`src/hdl/bary_pkg.sv`:
```
// Package for the barycentric inside test: constants and pipeline side-band types.
package bary_pkg;

  localparam int COORD_BITS_DEF = 13;
  localparam int FRAC_BITS_DEF  = 16;
  localparam int PIX_BITS       = 12;
  localparam int MARGIN_BITS    = 16;
  localparam logic [MARGIN_BITS-1:0] MARGIN_RESET = 16'd7;

  // number of sub-triangles (one per weight)
  localparam int NUM_WEIGHTS = 3;

  // side-band travelling alongside the divider stages
  typedef struct packed {
    logic                   valid;
    logic                   degen;
    logic [NUM_WEIGHTS-1:0] neg;
    logic [NUM_WEIGHTS-1:0] ovf;
  } bary_meta_t;

endpackage

```
`src/hdl/bary_div.sv`:
```
// Pipelined restoring divider: one quotient bit per register stage.
module bary_div #(
  parameter int MW = 30,
  parameter int QW = 20
) (
  input  logic          clk,
  input  logic          en,
  input  logic [MW-1:0] num,
  input  logic [MW-1:0] den,
  output logic [QW-1:0] quo
);
  import bary_pkg::*;

  // remainder stays below the scaled divisor (den * 8) as long as num is below it
  logic [MW+2:0] rem  [QW];
  logic [MW+2:0] dvs  [QW];
  logic [QW-1:0] qt   [QW];

  logic [MW+2:0] rem_next [QW];
  logic [MW+2:0] dvs_next [QW];
  logic [QW-1:0] qt_next  [QW];

  // one compare-subtract per stage
  always_comb begin
    logic [MW+2:0] r_in;
    logic [MW+2:0] b_in;
    logic [QW-1:0] q_in;
    logic [MW+3:0] two;
    logic [MW+3:0] diff;
    for (int i = 0; i < QW; i++) begin
      if (i == 0) begin
        r_in = {3'b000, num};
        b_in = {den, 3'b000};
        q_in = '0;
      end else begin
        r_in = rem[i-1];
        b_in = dvs[i-1];
        q_in = qt[i-1];
      end
      two  = {r_in, 1'b0};
      diff = two - {1'b0, b_in};
      if (two >= {1'b0, b_in}) begin
        rem_next[i] = diff[MW+2:0];
        qt_next[i]  = {q_in[QW-2:0], 1'b1};
      end else begin
        rem_next[i] = two[MW+2:0];
        qt_next[i]  = {q_in[QW-2:0], 1'b0};
      end
      dvs_next[i] = b_in;
    end
  end

  always_ff @(posedge clk) begin
    if (en) begin
      for (int i = 0; i < QW; i++) begin
        rem[i] <= rem_next[i];
        dvs[i] <= dvs_next[i];
        qt[i]  <= qt_next[i];
      end
    end
  end

  assign quo = qt[QW-1];

endmodule

```
`config.mk`:
```
export PLATFORM = sky130hd
export DESIGN_NAME = bary_div
export DESIGN_NICKNAME = d
export VERILOG_FILES = /design/src/hdl/bary_pkg.sv /design/src/hdl/bary_div.sv
export SDC_FILE = /design/constraint.sdc
export NUM_CORES = 2
export LEC_CHECK = 0
export BUFFER_PORTS_ARGS = -buffer_cell sky130_fd_sc_hd__buf_2
export CAP_MARGIN = 20
export CORE_ASPECT_RATIO = 0.75
export CORE_MARGIN = 1.5
export CORE_UTILIZATION = 50
export CTS_CLUSTER_DIAMETER = 80
export CTS_CLUSTER_SIZE = 28
export DETAILED_ROUTE_END_ITERATION = 7
export PLACE_DENSITY = 0.68
export SYNTH_ARGS = -nofsm -noshare
export SYNTH_HDL_FRONTEND = slang
export SYNTH_SLANG_ARGS = --single-unit
```
`constraint.sdc`:
```
create_clock -name clk -period 3.5 [get_ports clk]
set_input_delay 0.175 -clock clk [delete_from_list [all_inputs] [get_ports clk]]
set_output_delay 0.175 -clock clk [all_outputs]
set_load 0.02 [all_outputs]
```
==> run summary <==
Outcome -> complete, but fails checks
Layout cells sized above 1 -> 27.8%
Post-Synth XOR/XNOR Area -> 5.56%
Max frequency -> 266 MHz
Post-Synth Adder-Cell Area -> 10.2%
Worst setup slack after layout -> -0.253 ns
Clock transition at path regs -> 0.11 ns
IO Pins -> 82
Total wire length -> 220,000 um
CTS H-tree depth -> 2
Ys async rst share -> 0%
NumNets Final -> 8,764
Yosys warnings -> 0
CTS tree -> built
Final worst path period need -> 3.75 ns
Total CTS buffers -> 61
DRC violation count after routing -> 0
First-pass GRT wire length -> 319,000 um
Antenna violations before repair -> 6
Crit start category -> register
Port-buffer cells -> 81
Vias per Instance -> 5.83
Compound-cell area share of the yosys netlist -> 15.0%
Core Area -> 153,000 sq um
Reg2Reg Depth -> 14
DRT iter0 DRCs -> 6,785
Setup-failing EPs final -> 239
Tightest Pin Transition -> 0.807 ns
WL/cell -> 21.8 um
Clk Tree Root Cell -> clkbuf_16
Worst skew pair latency -> 0.78 ns
Syn Inst Count -> 6,836
Worst r2r src -> dvs[3][4]$_DFFE_PP_
Die width -> 456 um
Routability Congestion -> 0.972
Place WS -> -0.683 ns
Fin crit share -> 107%
WHS Endpoint -> dvs[0][30]$_DFFE_PP_
CP endpoint kind -> register
Synth Net Count -> 7,514
Largest family of logic cells by synthesized area -> compound AO/OA/AOI/OAI gates
Area added between synthesis and finish -> 26.4%
HPWL after DPL -> 150,000 um
Mux share of post-synthesis cell area -> 3.53%
FP Rows -> 124
Remaining Overflow, GRT -> 0
Die Area -> 157,000 sq um
Mean Syn Cell Area -> 11.3 sq um
Seq cells post-synth -> 1,353
Count of clock tree sinks -> 1,353
GR Util All Layers -> 26.0%
Initial Util -> 50.5%
Cell variety after synth -> 89
Post-route ant nets -> 0
Slew margin rel. -> 46.2%
Post-synthesis sequential area ratio -> 52.7%
Hold path depth -> 2
Failing checks -> setup timing
Synth Area in Simple Gates -> 8.37%
CP Data Arrival Time -> 4.27 ns
Worst IR Drop VDD -> 0.578 mV
Mapped cell area -> 77,100 sq um
Ys flop type -> edfxtp_1
Max Buffers Root-to-Sink -> 3
Lkg Pwr -> 41.7 nW
Max-cap violations -> 0
Power per cell area -> 947 nW/um^2
Number of enable flip-flop cells after synthesis -> 1,353
RSZ-0062 raised after global routing -> yes
Hold Crit Class -> input pin to register
WS Path Type -> register to register
Chip height -> 343 um
Hold path startpoint -> den[27]
Endpoints failing hold -> 0
Worst Path Max Fanout -> 7
Total vias in the final route -> 59.0k
Most frequent cells in the layout -> 1,353 x edfxtp_1, 1,033 x buf_4, 718 x inv_1
Final TNS setup -> -26.73 ns
Crit path required time -> 4.02 ns
Drt first pass iters -> 6
Layout Skew -> 0.0450 ns
Worst R2R Setup Slack -> -0.25 ns
Vias in the first global route -> 54.0k
R2r endpoint -> rem[4][31]$_DFFE_PP_
Most common cell after layout, fill and taps aside -> edfxtp_1
Final Max Tran Viols -> 0
Largest net degree at the start of global routing -> 144
[state kept, by name, indices dropped and copies added, names as in the netlist]
name  flops
qt      210
dvs     570
rem     573
[through the flow]
| step | hold WS (ns) | instance area [sq um] | power [W] | utilization (%) | instances |
|---|---|---|---|---|---|
| after floorplan | 0.274 | 77100 | 0.0528 | - | 6836 |
| after global placement | 0.370 | 86900 | 0.0675 | 56.9 | 9693 |
| after detailed placement | 0.376 | 86900 | 0.0686 | 56.9 | 9693 |
| after CTS | 0.103 | 92800 | 0.0834 | 60.8 | 9980 |
| after global routing | 0.144 | 97400 | 0.0971 | 63.8 | 10131 |
| final | 0.167 | 97400 | 0.0922 | 63.8 | 10132 |
[area by class of cell]
class,instances,area (sq um)
fillers,11556,55200
flip-flops and latches,1353,40600
multi-input cells,4564,37400
repair buffers,1369,12200
inverters,737,2770
well taps,2016,2520
clock buffers,63,1530
clock inverters,28,363
diodes,2,5.00
[per-layer routing]
| metal | part of all wire (%) | vias up | GRT usage (%) | routed length [um] |
|---|---|---|---|---|
| met4 | 1.0 | 2 | 3.62 | 2250 |
| li1 | - | 27407 | - | - |
| met1 | 50 | 28930 | 43.7 | 109000 |
| met3 | 13 | 148 | 8.24 | 28900 |
| met5 | 0.094 | - | 0.917 | 207 |
| met2 | 36 | 2548 | 31.9 | 80000 |
[worst max path at each step]
stage,endpoint,depth (start not counted),startpoint,slack [ns]
finish,rem[4][31]$_DFFE_PP_,14,dvs[3][4]$_DFFE_PP_,-0.25
global route,rem[12][21]$_DFFE_PP_,15,dvs[11][7]$_DFFE_PP_,-0.35
CTS,rem[12][21]$_DFFE_PP_,15,dvs[11][7]$_DFFE_PP_,-0.22
detailed placement,rem[4][32]$_DFFE_PP_,14,dvs[3][4]$_DFFE_PP_,-0.68
global placement,rem[4][32]$_DFFE_PP_,14,dvs[3][4]$_DFFE_PP_,-0.65
floorplan,rem[4][10]$_DFFE_PP_,13,rem[3][3]$_SDFFCE_PN0P_,0.05
[synth_stat cells, drive strengths merged (9+ instances only)]
master	n	area, sq um
edfxtp	1353	40600
o21a	71	533
a21o	307	2300
nor2	339	1270
fa	19	380
or3	25	156
a41oi	9	86.3
nand2	488	1830
o21bai	57	428
a31o	15	131
and4	9	78.8
nor3	56	280
a221oi	20	181
a211o	24	210
o41ai	10	87.6
o31ai	38	285
a21oi	578	2900
and3	47	294
a211oi	46	350
o211ai	29	218
a2111oi	14	154
nor2b	64	400
or2	27	169
and2	30	188
clkbuf	129	484
mux2i	10	100
mux2	224	2620
nand3	97	485
nand2b	62	388
nor3b	9	67.6
nor4	25	163
buf	53	327
xnor2	274	2400
xor2	215	1880
inv	737	2770
o21ai	465	2330
a21boi	17	128
o31a	22	193
a31oi	51	334
ha	597	7470
nand4	80	500
[report_power, final]
| part | internal, W | switching [W] | total, W |
|---|---|---|---|
| clock | 0.00348 | 0.00548 | 0.00896 |
| sequential | 0.0241 | 0.00272 | 0.0268 |
| combinational | 0.0276 | 0.0289 | 0.0565 |
[logic make-up (layout without fill, tap and decap cells)]
logic type | Yosys count | in the layout
multiplexers | 234 | 234
AND/OR/NAND/NOR | 1379 | 1379
flip-flops | 1353 | 1353
other | 0 | 2
buffers and inverters | 919 | 2197
adder cells (fa/ha/maj) | 616 | 616
XOR/XNOR | 489 | 489
AO/OA/AOI/OAI | 1846 | 1846
[critical path, cell delays in order, from the launching register on]
cell      delay, ns
edfxtp_1       0.42
inv_2          0.10
ha_4           0.21
nor2b_4        0.13
o31a_1         0.24
or2_4          0.27
a311o_1        0.34
o31a_1         0.38
nor2_2         0.21
or3_4          0.19
a311oi_4       0.10
o21a_4         0.30
buf_12         0.15
buf_12         0.15
mux2_4         0.30
[what timing repair did]
item / CTS / global route
endpoints found under the setup margin: 532 / 558
gates resized for setup: 435 / 798
endpoints found under the hold margin: 102 / 2
pin swaps: 125 / 291
setup buffers: 121 / 154
cloned: 20 / 27
hold buffers: 61 / 1
No activity file was read; power rests on OpenSTA's default activity.
